<file path="src/rtl/core/ppm_pkg.sv">
// Shared types and constants of the PPM frame decoder.
// Depends on nothing; every other file of the block but ppm_stream_if imports it.
`timescale 1ns / 1ps
`default_nettype none

package ppm_pkg;

  // Field and register widths
  localparam int TS_W         = 16;
  localparam int VAL_W        = 16;
  localparam int FRESH_W      = 8;
  localparam int SLOT_W       = 3;
  localparam int CFG_IDX_W    = 3;
  localparam int CFG_DATA_W   = 16;
  localparam int CHANNELS_MAX = 6;
  localparam int CHANNELS_DEF = 6;

  // Operation and status codes
  localparam logic OP_EDGE      = 1'b0;
  localparam logic OP_QUERY     = 1'b1;
  localparam logic STAT_OK      = 1'b0;
  localparam logic STAT_TIMEOUT = 1'b1;

  // Divide by three: multiply by ceil(2^17 / 3), exact for 16-bit widths
  localparam int                DIV3_SHIFT = 17;
  localparam logic [DIV3_SHIFT-1:0] DIV3_MUL = 17'd43691;

  // Register reset values
  localparam logic [VAL_W-1:0]   SHORT_LIMIT_RST  = 16'd2700;
  localparam logic [VAL_W-1:0]   DATA_LIMIT_RST   = 16'd6300;
  localparam logic [VAL_W-1:0]   SYNC_MIN_RST     = 16'd9000;
  localparam logic [VAL_W-1:0]   SYNC_MAX_RST     = 16'd60000;
  localparam logic [FRESH_W-1:0] FRESH_RELOAD_RST = 8'd20;
  localparam logic [VAL_W-1:0]   VALID_MIN_RST    = 16'd900;

  // Configuration register indexes
  typedef enum logic [CFG_IDX_W-1:0] {
    REG_SHORT_LIMIT  = 3'd0,
    REG_DATA_LIMIT   = 3'd1,
    REG_SYNC_MIN     = 3'd2,
    REG_SYNC_MAX     = 3'd3,
    REG_FRESH_RELOAD = 3'd4,
    REG_VALID_MIN    = 3'd5
  } cfg_reg_t;

  typedef struct packed {
    logic [VAL_W-1:0]   short_limit;
    logic [VAL_W-1:0]   data_limit;
    logic [VAL_W-1:0]   sync_min;
    logic [VAL_W-1:0]   sync_max;
    logic [FRESH_W-1:0] fresh_reload;
    logic [VAL_W-1:0]   valid_min;
  } cfg_t;

  // Pulse width classes
  typedef enum logic [2:0] {
    PW_ERROR = 3'b001,
    PW_SYNC  = 3'b010,
    PW_DATA  = 3'b100
  } pw_class_t;

  // Input item
  typedef struct packed {
    logic            operation;
    logic [TS_W-1:0] timestamp;
  } req_t;

  // Result item
  typedef struct packed {
    logic             status;
    logic [VAL_W-1:0] chan_a;
    logic [VAL_W-1:0] chan_b;
    logic [VAL_W-1:0] chan_c;
    logic [VAL_W-1:0] chan_d;
    logic [VAL_W-1:0] chan_e;
    logic [VAL_W-1:0] chan_f;
    logic [VAL_W-1:0] error_count;
  } rsp_t;

endpackage

`default_nettype wire

</file>
<file path="src/rtl/core/ppm_stream_if.sv">
// Valid/ready stream channel used for the item and result ports.
// Payload type is set at instantiation (ppm_pkg::req_t or ppm_pkg::rsp_t).
`timescale 1ns / 1ps
`default_nettype none

interface ppm_stream_if #(
  parameter type payload_t = logic
) ();

  logic     valid;
  logic     ready;
  payload_t data;

  modport source (output valid, output data, input ready);
  modport sink   (input valid, input data, output ready);

endinterface

`default_nettype wire

</file>
<file path="src/rtl/core/ppm_cfg_regs.sv">
// Configuration register bank of the PPM frame decoder.
// Depends on ppm_pkg.
`timescale 1ns / 1ps
`default_nettype none

module ppm_cfg_regs (
  input  logic                            clk,
  input  logic                            rst,
  input  logic                            cfg_en,
  input  logic [ppm_pkg::CFG_IDX_W-1:0]   cfg_index,
  input  logic [ppm_pkg::CFG_DATA_W-1:0]  cfg_data,
  output ppm_pkg::cfg_t                   cfg
);
  import ppm_pkg::*;

  // Write decode; unknown indexes are dropped
  always_ff @(posedge clk) begin
    if (rst) begin
      cfg.short_limit  <= SHORT_LIMIT_RST;
      cfg.data_limit   <= DATA_LIMIT_RST;
      cfg.sync_min     <= SYNC_MIN_RST;
      cfg.sync_max     <= SYNC_MAX_RST;
      cfg.fresh_reload <= FRESH_RELOAD_RST;
      cfg.valid_min    <= VALID_MIN_RST;
    end else if (cfg_en) begin
      unique case (cfg_index)
        REG_SHORT_LIMIT:  cfg.short_limit  <= cfg_data[VAL_W-1:0];
        REG_DATA_LIMIT:   cfg.data_limit   <= cfg_data[VAL_W-1:0];
        REG_SYNC_MIN:     cfg.sync_min     <= cfg_data[VAL_W-1:0];
        REG_SYNC_MAX:     cfg.sync_max     <= cfg_data[VAL_W-1:0];
        REG_FRESH_RELOAD: cfg.fresh_reload <= cfg_data[FRESH_W-1:0];
        REG_VALID_MIN:    cfg.valid_min    <= cfg_data[VAL_W-1:0];
        default: ;
      endcase
    end
  end

endmodule

`default_nettype wire

</file>
<file path="src/rtl/core/ppm_pulse_class.sv">
// Pulse width classifier and tick-to-microsecond scaler (width / 3).
// Depends on ppm_pkg.
`timescale 1ns / 1ps
`default_nettype none

module ppm_pulse_class (
  input  ppm_pkg::cfg_t                 cfg,
  input  logic [ppm_pkg::TS_W-1:0]      width,
  output ppm_pkg::pw_class_t            cls,
  output logic [ppm_pkg::VAL_W-1:0]     quotient
);
  import ppm_pkg::*;

  localparam int PROD_W = TS_W + DIV3_SHIFT;

  logic              is_err;
  logic [PROD_W-1:0] prod;

  // Error tests take precedence; the sync minimum itself counts as sync
  assign is_err = (width < cfg.short_limit)
               || ((width > cfg.data_limit) && (width < cfg.sync_min))
               || (width > cfg.sync_max);

  always_comb begin
    priority if (is_err) begin
      cls = PW_ERROR;
    end else if (width >= cfg.sync_min) begin
      cls = PW_SYNC;
    end else begin
      cls = PW_DATA;
    end
  end

  // Reciprocal multiply, exact for every 16-bit width
  assign prod     = PROD_W'(width) * PROD_W'(DIV3_MUL);
  assign quotient = prod[DIV3_SHIFT +: VAL_W];

endmodule

`default_nettype wire

</file>
<file path="src/rtl/core/ppm_frame_track.sv">
// Frame state of the PPM decoder: slot buffer, held channels, error count,
// freshness, and the query result. Depends on ppm_pkg and ppm_pulse_class.
`timescale 1ns / 1ps
`default_nettype none

module ppm_frame_track #(
  parameter int CHANNELS = ppm_pkg::CHANNELS_DEF
) (
  input  logic          clk,
  input  logic          rst,
  input  ppm_pkg::cfg_t cfg,
  input  logic          go,
  input  ppm_pkg::req_t item,
  output ppm_pkg::rsp_t result
);
  import ppm_pkg::*;

  localparam int                IDX_W       = (CHANNELS > 1) ? $clog2(CHANNELS) : 1;
  localparam logic [SLOT_W-1:0] SLOT_FULL   = SLOT_W'(CHANNELS);
  localparam logic [SLOT_W-1:0] SLOT_POISON = SLOT_W'(CHANNELS + 1);

  logic [TS_W-1:0]    last_edge;
  logic [SLOT_W-1:0]  slot_index;
  logic [VAL_W-1:0]   frame_buf [CHANNELS];
  logic [VAL_W-1:0]   held      [CHANNELS];
  logic [VAL_W-1:0]   errors;
  logic [FRESH_W-1:0] freshness;

  logic [TS_W-1:0]    width;
  pw_class_t          cls;
  logic [VAL_W-1:0]   quotient;
  logic               all_valid;
  logic [VAL_W-1:0]   chan_out  [CHANNELS_MAX];

  // Wrapping width since the previous edge
  assign width = item.timestamp - last_edge;

  ppm_pulse_class u_class (
    .cfg      (cfg),
    .width    (width),
    .cls      (cls),
    .quotient (quotient)
  );

  // State update per processed item
  always_ff @(posedge clk) begin
    if (rst) begin
      last_edge  <= '0;
      slot_index <= '0;
      errors     <= '0;
      freshness  <= '0;
      for (int i = 0; i < CHANNELS; i++) begin
        frame_buf[i] <= '0;
        held[i]      <= '0;
      end
    end else if (go) begin
      if (item.operation == OP_EDGE) begin
        last_edge <= item.timestamp;
        unique case (cls)
          PW_ERROR: begin
            errors     <= errors + 1'b1;
            slot_index <= SLOT_POISON;
          end
          PW_SYNC: begin
            // Commit only an unpoisoned frame
            if (slot_index <= SLOT_FULL) begin
              for (int i = 0; i < CHANNELS; i++) begin
                held[i] <= frame_buf[i];
              end
              freshness <= cfg.fresh_reload;
            end
            slot_index <= '0;
          end
          PW_DATA: begin
            // Extra channels and poisoned frames drop the pulse
            if (slot_index < SLOT_FULL) begin
              frame_buf[slot_index[IDX_W-1:0]] <= quotient;
              slot_index <= slot_index + 1'b1;
            end
          end
          default: ;
        endcase
      end else if (freshness != '0) begin
        freshness <= freshness - 1'b1;
      end
    end
  end

  // Query evaluation against the current held values
  always_comb begin
    all_valid = 1'b1;
    for (int i = 0; i < CHANNELS; i++) begin
      if (held[i] < cfg.valid_min) begin
        all_valid = 1'b0;
      end
    end
  end

  // Unused channel fields read as zero
  for (genvar g = 0; g < CHANNELS_MAX; g++) begin : g_chan
    if (g < CHANNELS) begin : g_used
      assign chan_out[g] = held[g];
    end else begin : g_unused
      assign chan_out[g] = '0;
    end
  end

  assign result.status      = ((freshness != '0) && all_valid) ? STAT_OK : STAT_TIMEOUT;
  assign result.chan_a      = chan_out[0];
  assign result.chan_b      = chan_out[1];
  assign result.chan_c      = chan_out[2];
  assign result.chan_d      = chan_out[3];
  assign result.chan_e      = chan_out[4];
  assign result.chan_f      = chan_out[5];
  assign result.error_count = errors;

endmodule

`default_nettype wire

</file>
<file path="src/rtl/core/ppm_frame_decoder.sv">
// PPM frame decoder top level: input register, frame state, result register.
// A query moves from the input register through the frame state into the result register.
// Throughput: one item per cycle while no query stalls; an edge item makes no result and
// never waits on the result port. A query stalls only while the result register is full and unread.
// Reset (synchronous): registers return to their defaults, frame state and valid flags clear.
// Depends on ppm_pkg, ppm_stream_if, ppm_cfg_regs, ppm_frame_track.
`timescale 1ns / 1ps
`default_nettype none

module ppm_frame_decoder #(
  parameter int CHANNELS = ppm_pkg::CHANNELS_DEF
) (
  input  logic                           clk,
  input  logic                           rst,
  input  logic                           cfg_en,
  input  logic [ppm_pkg::CFG_IDX_W-1:0]  cfg_index,
  input  logic [ppm_pkg::CFG_DATA_W-1:0] cfg_data,
  ppm_stream_if.sink                     req,
  ppm_stream_if.source                   rsp
);
  import ppm_pkg::*;

  cfg_t cfg;
  logic in_valid;
  req_t in_item;
  logic advance;
  rsp_t result;
  logic out_valid;
  rsp_t out_item;

  ppm_cfg_regs u_cfg (
    .clk       (clk),
    .rst       (rst),
    .cfg_en    (cfg_en),
    .cfg_index (cfg_index),
    .cfg_data  (cfg_data),
    .cfg       (cfg)
  );

  // Held item moves on unless it is a query facing a full result register that is not being read
  assign advance   = in_valid
                  && ((in_item.operation == OP_EDGE) || !out_valid || rsp.ready);
  assign req.ready = !in_valid || advance;

  // Input register
  always_ff @(posedge clk) begin
    if (rst) begin
      in_valid <= 1'b0;
    end else if (req.ready) begin
      in_valid <= req.valid;
    end
  end

  always_ff @(posedge clk) begin
    if (req.ready && req.valid) begin
      in_item <= req.data;
    end
  end

  ppm_frame_track #(
    .CHANNELS (CHANNELS)
  ) u_track (
    .clk    (clk),
    .rst    (rst),
    .cfg    (cfg),
    .go     (advance),
    .item   (in_item),
    .result (result)
  );

  // Result register
  always_ff @(posedge clk) begin
    if (rst) begin
      out_valid <= 1'b0;
    end else if (advance && (in_item.operation == OP_QUERY)) begin
      out_valid <= 1'b1;
    end else if (rsp.ready) begin
      out_valid <= 1'b0;
    end
  end

  always_ff @(posedge clk) begin
    if (advance && (in_item.operation == OP_QUERY)) begin
      out_item <= result;
    end
  end

  assign rsp.valid = out_valid;
  assign rsp.data  = out_item;

endmodule

`default_nettype wire

</file>
<file path="src/flat_wrapper.sv">
// flat-port wrapper written by rule: the top's interface ports become plain ports
module ppm_frame_decoder_flat import ppm_pkg::*;
#(
  parameter int CHANNELS = ppm_pkg::CHANNELS_DEF
)
  (clk, rst, cfg_en, cfg_index, cfg_data, req_valid, req_data, req_ready, rsp_valid, rsp_data, rsp_ready);
  ppm_stream_if #(.payload_t(req_t)) req_i ();
  ppm_stream_if #(.payload_t(rsp_t)) rsp_i ();
  input  logic clk;
  input  logic rst;
  input  logic cfg_en;
  input  logic [ppm_pkg::CFG_IDX_W-1:0] cfg_index;
  input  logic [ppm_pkg::CFG_DATA_W-1:0] cfg_data;
  input wire logic [$bits(req_i.valid)-1:0] req_valid;
  input wire logic [$bits(req_i.data)-1:0] req_data;
  output wire logic [$bits(req_i.ready)-1:0] req_ready;
  output wire logic [$bits(rsp_i.valid)-1:0] rsp_valid;
  output wire logic [$bits(rsp_i.data)-1:0] rsp_data;
  input wire logic [$bits(rsp_i.ready)-1:0] rsp_ready;
  assign req_i.valid = req_valid;
  assign req_i.data = req_data;
  assign req_ready = req_i.ready;
  assign rsp_valid = rsp_i.valid;
  assign rsp_data = rsp_i.data;
  assign rsp_i.ready = rsp_ready;
  ppm_frame_decoder #(.CHANNELS(CHANNELS)) u_core (.clk(clk), .rst(rst), .cfg_en(cfg_en), .cfg_index(cfg_index), .cfg_data(cfg_data), .req(req_i), .rsp(rsp_i));
endmodule
</file>
<file path="config.mk">
export PLATFORM = sky130hd
export DESIGN_NAME = ppm_frame_decoder_flat
export DESIGN_NICKNAME = d
export VERILOG_FILES = /design/src/rtl/core/ppm_pkg.sv /design/src/rtl/core/ppm_stream_if.sv /design/src/rtl/core/ppm_cfg_regs.sv /design/src/rtl/core/ppm_pulse_class.sv /design/src/rtl/core/ppm_frame_track.sv /design/src/rtl/core/ppm_frame_decoder.sv /design/src/flat_wrapper.sv
export SDC_FILE = /design/constraint.sdc
export NUM_CORES = 1
export LEC_CHECK = 0
export ABC_AREA = 1
export BUFFER_PORTS_ARGS = -buffer_cell sky130_fd_sc_hd__buf_2
export CORE_ASPECT_RATIO = 0.5
export CORE_MARGIN = 5
export CORE_UTILIZATION = 62
export CTS_CLUSTER_DIAMETER = 200
export DETAILED_ROUTE_END_ITERATION = 12
export PLACE_DENSITY = 0.78
export REMOVE_ABC_BUFFERS = 1
export SYNTH_ARGS = -nofsm -noshare
export SYNTH_HDL_FRONTEND = slang
export SYNTH_HIERARCHICAL = 1
export SYNTH_SLANG_ARGS = --single-unit
</file>
<file path="constraint.sdc">
create_clock -name clk -period 8.46 [get_ports clk]
set_input_delay 0.423 -clock clk [delete_from_list [all_inputs] [get_ports clk]]
set_output_delay 0.423 -clock clk [all_outputs]
set_load 0.03 [all_outputs]
</file>
==> impl_summary.log, run 1 <==
INFO  metric run_status = finished, final reports clean
INFO  metric ys_async_sr_fraction = 0%
INFO  metric synth-seq-area-share = 47.0%
INFO  metric unrepaired_setup_endpoints_after_global_routing = false
INFO  metric crit_required = 8.85 ns
INFO  metric crit_arrival = 7.81 ns
INFO  metric num-nets-final = 3406
INFO  metric ff_latch_area = 0.0123 mm2
INFO  metric synth.top_cells.by_area = sky130_fd_sc_hd__edfxtp_1 37%, sky130_fd_sc_hd__ha_1 14%, sky130_fd_sc_hd__dfxtp_1 10%
INFO  metric number_of_antenna_violations_at_the_first_check_in_global_routing = 0
INFO  metric worst_slew_margin_rel = 31.5%
INFO  metric multi_input_comb_area = 0.0116 mm2
INFO  metric area_delta_synth_final = 9.95%
INFO  metric die_w = 301 um
INFO  metric clock-sinks = 455
INFO  metric input_output_buffers = 155
INFO  metric synth-main-ff-cell = sky130_fd_sc_hd__edfxtp_1
INFO  metric cts-hold-fix-buffers = 0
INFO  metric critical_path.most_common_cell = sky130_fd_sc_hd__nand2_1
INFO  metric fp-row-count = 53
INFO  metric h-tree-depth = 2
INFO  metric synth.top_cell.area_share = 36.8%
INFO  metric drtAntennaViolNets = 0
INFO  metric globalRouteOverflowTotal = 0
INFO  metric number_of_top_level_pins = 156
INFO  metric cp-end-kind = flip-flop
INFO  metric cts_buffer_count = 40
INFO  metric crit_start = u_core/in_item[0]
INFO  metric drtPass1Iterations = 6
INFO  metric regToRegStartpoint = u_core/in_item[0]
INFO  metric route.detailed.drc = 0
INFO  metric timing.final.crit_share = 87.8%
INFO  metric grt_pass1_vias = 18900
INFO  metric vias_per_std_cell = 5.37
INFO  metric worst_setup_hold_path_clk_slew = 0.06 ns
INFO  metric diodes = 0
INFO  metric post_cts_resized = 0
INFO  metric yosys_register_bits = 455
INFO  metric timing.clock.skew = 0.0296 ns
INFO  metric slowest_stage = sky130_fd_sc_hd__xor2_1
INFO  metric avgSynthCellArea = 9.31 um2
INFO  metric synth_area = 0.0262 mm2
INFO  metric detail_route.iter0.violations = 1812
INFO  metric ctsLongestPathBuffers = 3
INFO  metric drt-total-wl = 62.4 mm
INFO  metric clk-insertion-delay-late = 0.56 ns
INFO  metric timing.final.hold_violations = 0
INFO  metric worst_pin_slew = 1.03 ns
INFO  metric first_pass_grt_wire_length = 99.9 mm
INFO  metric holdCritPathClass = input pin to flip-flop
INFO  metric number_of_vias_after_detailed_routing = 19300
INFO  metric timing.setup.critical_path_class = flip-flop to flip-flop
INFO  metric dp_hpwl = 46.6 mm
INFO  metric final_layout_size_suffix_gt1_share = 9.09%
INFO  metric clock_tree_root_buffer_cell = sky130_fd_sc_hd__clkbuf_16
INFO  metric pin_count_of_the_biggest_net_entering_global_routing = 97
INFO  metric finalSetupTns = 0 ns
INFO  metric final-max-slew-violation-count = 0
INFO  metric cts_tree = yes
INFO  metric routed_wire_length_per_instance = 17.4 um
INFO  metric timing.max_cap.violations = 0
INFO  metric ranking_of_synthesized_cells_by_instance_count = 532 x sky130_fd_sc_hd__inv_1, 466 x sky130_fd_sc_hd__nand2_1, 389 x sky130_fd_sc_hd__nor2_1
INFO  metric yosys.cell_types.count = 51
INFO  metric synth_enable_flop_cells = 322
INFO  metric synth_most_common_cell = sky130_fd_sc_hd__inv_1
INFO  metric track_usage = 27.0%
INFO  metric core-area = 0.0419 mm2
INFO  metric number_of_setup_violations_in_the_final_report = 0
INFO  metric die_footprint = 0.0468 mm2
INFO  metric cp-start-kind = flip-flop
INFO  metric syn-instance-count = 2820
INFO  metric cpPeakStageDelay = 0.68 ns
INFO  metric worstPathMaxFanout = 6
INFO  metric die_height = 155 um
INFO  metric timing.final.crit_period = 7.43 ns
INFO  metric starting_density_of_the_core = 62.6%
INFO  metric post-cts-setup-buffer-count = 0
INFO  metric ys.warnings.count = 6
INFO  metric leading_area_contributor_after_synthesis = sky130_fd_sc_hd__edfxtp_1
INFO  metric fmaxAchievable = 0.135 GHz
INFO  metric worst_hold_startpoint = req_data[6]
INFO  metric place_congestion = 0.919
INFO  metric final.fill_count = 3245
## kinds of logic (layout without fill, tap and decap cells)
logic type,Yosys count,after routing,synth area share [%]
AND/OR/NAND/NOR,1088,1088,17.2
AO/OA/AOI/OAI,273,273,5.60
adder cells (fa/ha/maj),379,379,20.3
flip-flops,455,455,47.0
buffers and inverters,595,788,8.92
XOR/XNOR,29,29,0.968
other,1,1,0.0143
## cell usage in the layout (no fill, tap or decap), types with 8 or more instances in the layout
cell type,n
sky130_fd_sc_hd__a21o_1,9
sky130_fd_sc_hd__xor2_1,25
sky130_fd_sc_hd__nor2_1,389
sky130_fd_sc_hd__clkbuf_1,10
sky130_fd_sc_hd__a21oi_1,148
sky130_fd_sc_hd__buf_2,155
sky130_fd_sc_hd__nand4_1,15
sky130_fd_sc_hd__buf_4,23
sky130_fd_sc_hd__ha_1,301
sky130_fd_sc_hd__nand3_1,145
sky130_fd_sc_hd__nand2_1,465
sky130_fd_sc_hd__o21ai_0,78
sky130_fd_sc_hd__a31oi_1,8
sky130_fd_sc_hd__edfxtp_1,322
sky130_fd_sc_hd__dfxtp_1,133
sky130_fd_sc_hd__clkinv_1,9
sky130_fd_sc_hd__clkbuf_16,41
sky130_fd_sc_hd__nor2_2,12
sky130_fd_sc_hd__nor3_1,32
sky130_fd_sc_hd__fa_1,78
sky130_fd_sc_hd__inv_1,531
## stage by stage
step / instances / util [%] / setup WS (ns) / area [um2] / hold slack [ns]
after detailed placement: 3521 / 65.9 / 1.18 / 27600 / 0.439
after global placement: 3521 / 65.9 / 1.19 / 27600 / 0.435
after global routing: 3590 / 68.9 / 0.636 / 28900 / 0.0279
final: 3590 / 68.9 / 1.03 / 28900 / 0.0400
after floorplan: 2766 / - / 1.99 / 25900 / 0.421
after CTS: 3590 / 68.9 / 1.09 / 28900 / 0.0248
## sequential cells by signal (all words and copies together), names as in the netlist
register	count
u_core/in_item	17
u_core/in_valid	1
u_core/rsp.data	113
u_core/rsp.valid	1
u_core/u_cfg/cfg	88
u_core/u_track/errors	16
u_core/u_track/frame_buf	96
u_core/u_track/freshness	8
u_core/u_track/held	96
u_core/u_track/last_edge	16
u_core/u_track/slot_index	3
## routing by layer
layer | share of wire [%] | global-route usage, % | up-vias
li1 | - | - | 9427
met1 | 43 | 37.8 | 9036
met2 | 46 | 44.6 | 682
met3 | 7.5 | 3.93 | 126
met4 | 2.9 | 7.59 | 0
met5 | 0 | 0 | -
## worst max-delay path, delay by kind of cell, from the launching register on
family | cells | cell delay, ns
xor gates and xnor gates | 2 | 1.00
DFF | 1 | 0.32
buffers and inverters | 7 | 0.46
adders and majority gates | 9 | 3.69
and+or+nand+nor | 11 | 1.32
AOI/OAI and AO/OA | 2 | 0.48
## path summary, 6_finish.rpt
kind,to,slack [ns],depth (start not counted)
worst max-delay path,u_core/u_track/frame_buf[2][1],1.03,31
worst min-delay path,u_core/in_item[6],0.04,1
worst max register to register,u_core/u_track/frame_buf[2][1],1.03,31
worst min register to register,u_core/rsp.data[96],0.45,0
## area by class of cell
type	instances	share of cell area (%)
clock buffer	52	3.73
inverter	541	7.05
timing repair buffer	178	3.29
tap	577	2.50
multi-input combinational	1770	40.1
sequential	455	42.7
clock inverter	17	0.568
Power of run 1 is not shown: default switching activity piles up to over one toggle a cycle in this logic, so the estimate is an artifact.
==> inputs of run 2 (changes only) <==
Settings changed: CTS_BUF_LIST set to sky130_fd_sc_hd__clkbuf_16.
==> impl_summary.log, run 2 (synthesized netlist as in run 1, its figures left out) <==
INFO  metric crit_arrival = 7.78 ns (was 7.81 ns)
INFO  metric cp-start-kind = flip-flop (unchanged)
INFO  metric starting_density_of_the_core = 62.6% (unchanged)
INFO  metric timing.final.crit_period = 7.39 ns (was 7.43 ns)
INFO  metric fmaxAchievable = 0.135 GHz (about the same)
INFO  metric diodes = 0 (unchanged)
INFO  metric worst_pin_slew = 1.04 ns (was 1.03 ns)
INFO  metric multi_input_comb_area = 0.0116 mm2 (unchanged)
INFO  metric grt_pass1_vias = 18900 (about the same)
INFO  metric timing.final.crit_share = 87.3% (was 87.8%)
INFO  metric ctsLongestPathBuffers = 3 (unchanged)
INFO  metric route.detailed.drc = 0 (unchanged)
INFO  metric core-area = 0.0419 mm2 (unchanged)
INFO  metric final.fill_count = 3248 (was 3245)
INFO  metric drtPass1Iterations = 6 (unchanged)
INFO  metric detail_route.iter0.violations = 1808 (was 1812)
INFO  metric post-cts-setup-buffer-count = 0 (unchanged)
INFO  metric routed_wire_length_per_instance = 17.4 um (about the same)
INFO  metric worstPathMaxFanout = 6 (unchanged)
INFO  metric numPlacedInstances = 3521 (unchanged)
INFO  metric ff2ff_path_depth = 31 (unchanged)
INFO  metric largest_register_ffs = 113 (unchanged)
INFO  metric worst_slew_margin_rel = 30.6% (was 31.5%)
INFO  metric regToRegEndpoint = u_core/u_track/frame_buf[2][1] (unchanged)
INFO  metric post_cts_resized = 0 (unchanged)
INFO  metric number_of_vias_after_detailed_routing = 19300 (about the same)
INFO  metric num-nets-final = 3406 (unchanged)
INFO  metric cpPeakStageDelay = 0.70 ns (was 0.68 ns)
INFO  metric crit_required = 8.85 ns (about the same)
INFO  metric number_of_setup_violations_in_the_final_report = 0 (unchanged)
INFO  metric capturing_instance_or_port_of_the_critical_path = u_core/u_track/frame_buf[2][1] (unchanged)
INFO  metric cp-end-kind = flip-flop (unchanged)
INFO  metric critPathBufInv = 7 (unchanged)
INFO  metric die_footprint = 0.0468 mm2 (unchanged)
INFO  metric number_of_antenna_violations_at_the_first_check_in_global_routing = 0 (unchanged)
INFO  metric run_status = finished, final reports clean (unchanged)
INFO  metric slowest_stage = sky130_fd_sc_hd__xor2_1 (unchanged)
INFO  metric area_delta_synth_final = 9.92% (was 9.95%)
INFO  metric clk-insertion-delay-late = 0.56 ns (about the same)
INFO  metric timing.max_cap.violations = 0 (unchanged)
INFO  metric globalRouteOverflowTotal = 0 (unchanged)
INFO  metric finalHoldWorstSlack = 0.0414 ns (was 0.0400 ns)
INFO  metric final_layout_size_suffix_gt1_share = 9.09% (unchanged)
INFO  metric most-common-layout-cells = 541 x sky130_fd_sc_hd__inv_1, 465 x sky130_fd_sc_hd__nand2_1, 389 x sky130_fd_sc_hd__nor2_1 (was 531 x sky130_fd_sc_hd__inv_1, 465 x sky130_fd_sc_hd__nand2_1, 389 x sky130_fd_sc_hd__nor2_1)
INFO  metric dp_hpwl = 46.6 mm (unchanged)
INFO  metric critPathTopFamily = adder cells (unchanged)
INFO  metric clock_tree_root_buffer_cell = sky130_fd_sc_hd__clkbuf_16 (unchanged)
INFO  metric worst_setup_hold_path_clk_slew = 0.06 ns (about the same)
INFO  metric fp-row-count = 53 (unchanged)
INFO  metric rrSetupSlack = 1.07 ns (was 1.03 ns)
INFO  metric unrepaired_setup_endpoints_after_global_routing = false (unchanged)
INFO  metric final-max-slew-violation-count = 0 (unchanged)
INFO  metric final_critical_path_setup_slack = 1.07 ns (was 1.03 ns)
INFO  metric clock-sinks = 455 (unchanged)
INFO  metric detailedPlace.worstSlack = 1.18 ns (unchanged)
INFO  metric h-tree-depth = 2 (unchanged)
INFO  metric cts-hold-fix-buffers = 0 (unchanged)
INFO  metric number_of_top_level_pins = 156 (unchanged)
INFO  metric ff_latch_area = 0.0123 mm2 (unchanged)
INFO  metric track_usage = 27.0% (about the same)
INFO  metric timing.setup.critical_path_class = flip-flop to flip-flop (unchanged)
INFO  metric path_depth = 31 (unchanged)
INFO  metric first_pass_grt_wire_length = 99.9 mm (about the same)
INFO  metric drtAntennaViolNets = 0 (unchanged)
INFO  metric input_output_buffers = 155 (unchanged)
INFO  metric cts_tree = yes (unchanged)
INFO  metric regToRegStartpoint = u_core/in_item[0] (unchanged)
INFO  metric critical_path.most_common_cell = sky130_fd_sc_hd__nand2_1 (unchanged)
INFO  metric crit_start = u_core/in_item[0] (unchanged)
INFO  metric pin_count_of_the_biggest_net_entering_global_routing = 97 (unchanged)
INFO  metric holdCritPathClass = input pin to flip-flop (unchanged)
INFO  metric timing.final.hold_violations = 0 (unchanged)
INFO  metric drt-total-wl = 62.5 mm (was 62.4 mm)
INFO  metric vias_per_std_cell = 5.37 (about the same)
INFO  metric place_congestion = 0.919 (unchanged)
INFO  metric finalSetupTns = 0 ns (unchanged)
INFO  metric post_layout_cell_count = 3590 (unchanged)
INFO  metric die_w = 301 um (unchanged)
INFO  metric timing.clock.skew = 0.0293 ns (was 0.0296 ns)
INFO  metric cts_buffer_count = 40 (unchanged)
INFO  metric layout_commonest_cell = sky130_fd_sc_hd__inv_1 (unchanged)
INFO  metric die_height = 155 um (unchanged)
run 2: cell types whose count changed in the layout (fill, tap and decap cells not counted), sizes merged:
cell / change
inv: +11
clkbuf: -11
run 2: area by class of cell:
class | count | share of cell area (%)
clock buffers | 41 | 3.56
repair buffers | 178 | 3.29
inverters | 541 | 7.05
clock inverters | 28 | 0.711
multi-input cells | 1770 | 40.1
well taps | 577 | 2.50
flip-flops and latches | 455 | 42.7
run 2: per-stage QoR:
step	instance area (um2)	utilization (%)
6_report	28800	68.8
5_1_grt	28800	68.8
4_1_cts	28800	68.8
3_5_place_dp	27600	65.9
3_3_place_gp	27600	65.9
2_1_floorplan	25900	-
run 2: per-layer routing:
metal | routed length (um) | GRT usage, % | vias to the layer above
li1 | - | - | 9426
met1 | 27300 | 37.7 | 9075
met2 | 28800 | 44.6 | 660
met3 | 4500 | 4.00 | 129
met4 | 1840 | 7.65 | 0
met5 | 0 | 0 | -
run 2: how the worst min path moves through the flow:
stage | end | depth (start not counted) | from
3_3_place_gp | u_core/rsp.data[64] | 0 | u_core/u_track/held[2][0]
4_1_cts | u_core/in_item[7] | 1 | req_data[7]
6_report | u_core/in_item[6] | 1 | req_data[6]
3_5_place_dp | u_core/rsp.data[64] | 0 | u_core/u_track/held[2][0]
2_1_floorplan | u_core/rsp.data[16] | 0 | u_core/u_track/held[5][0]
5_1_grt | u_core/in_item[2] | 1 | req_data[2]
run 2: worst register-to-register path: cells and delay by family (launching register included):
family | cells | cell delay (ns)
and+or+nand+nor | 11 | 1.29
adders and majority gates | 9 | 3.69
buffers and inverters | 7 | 0.46
xor gates and xnor gates | 2 | 1.00
DFF | 1 | 0.32
AOI/OAI and AO/OA | 2 | 0.48
Power of run 2 is left out for the same reason.
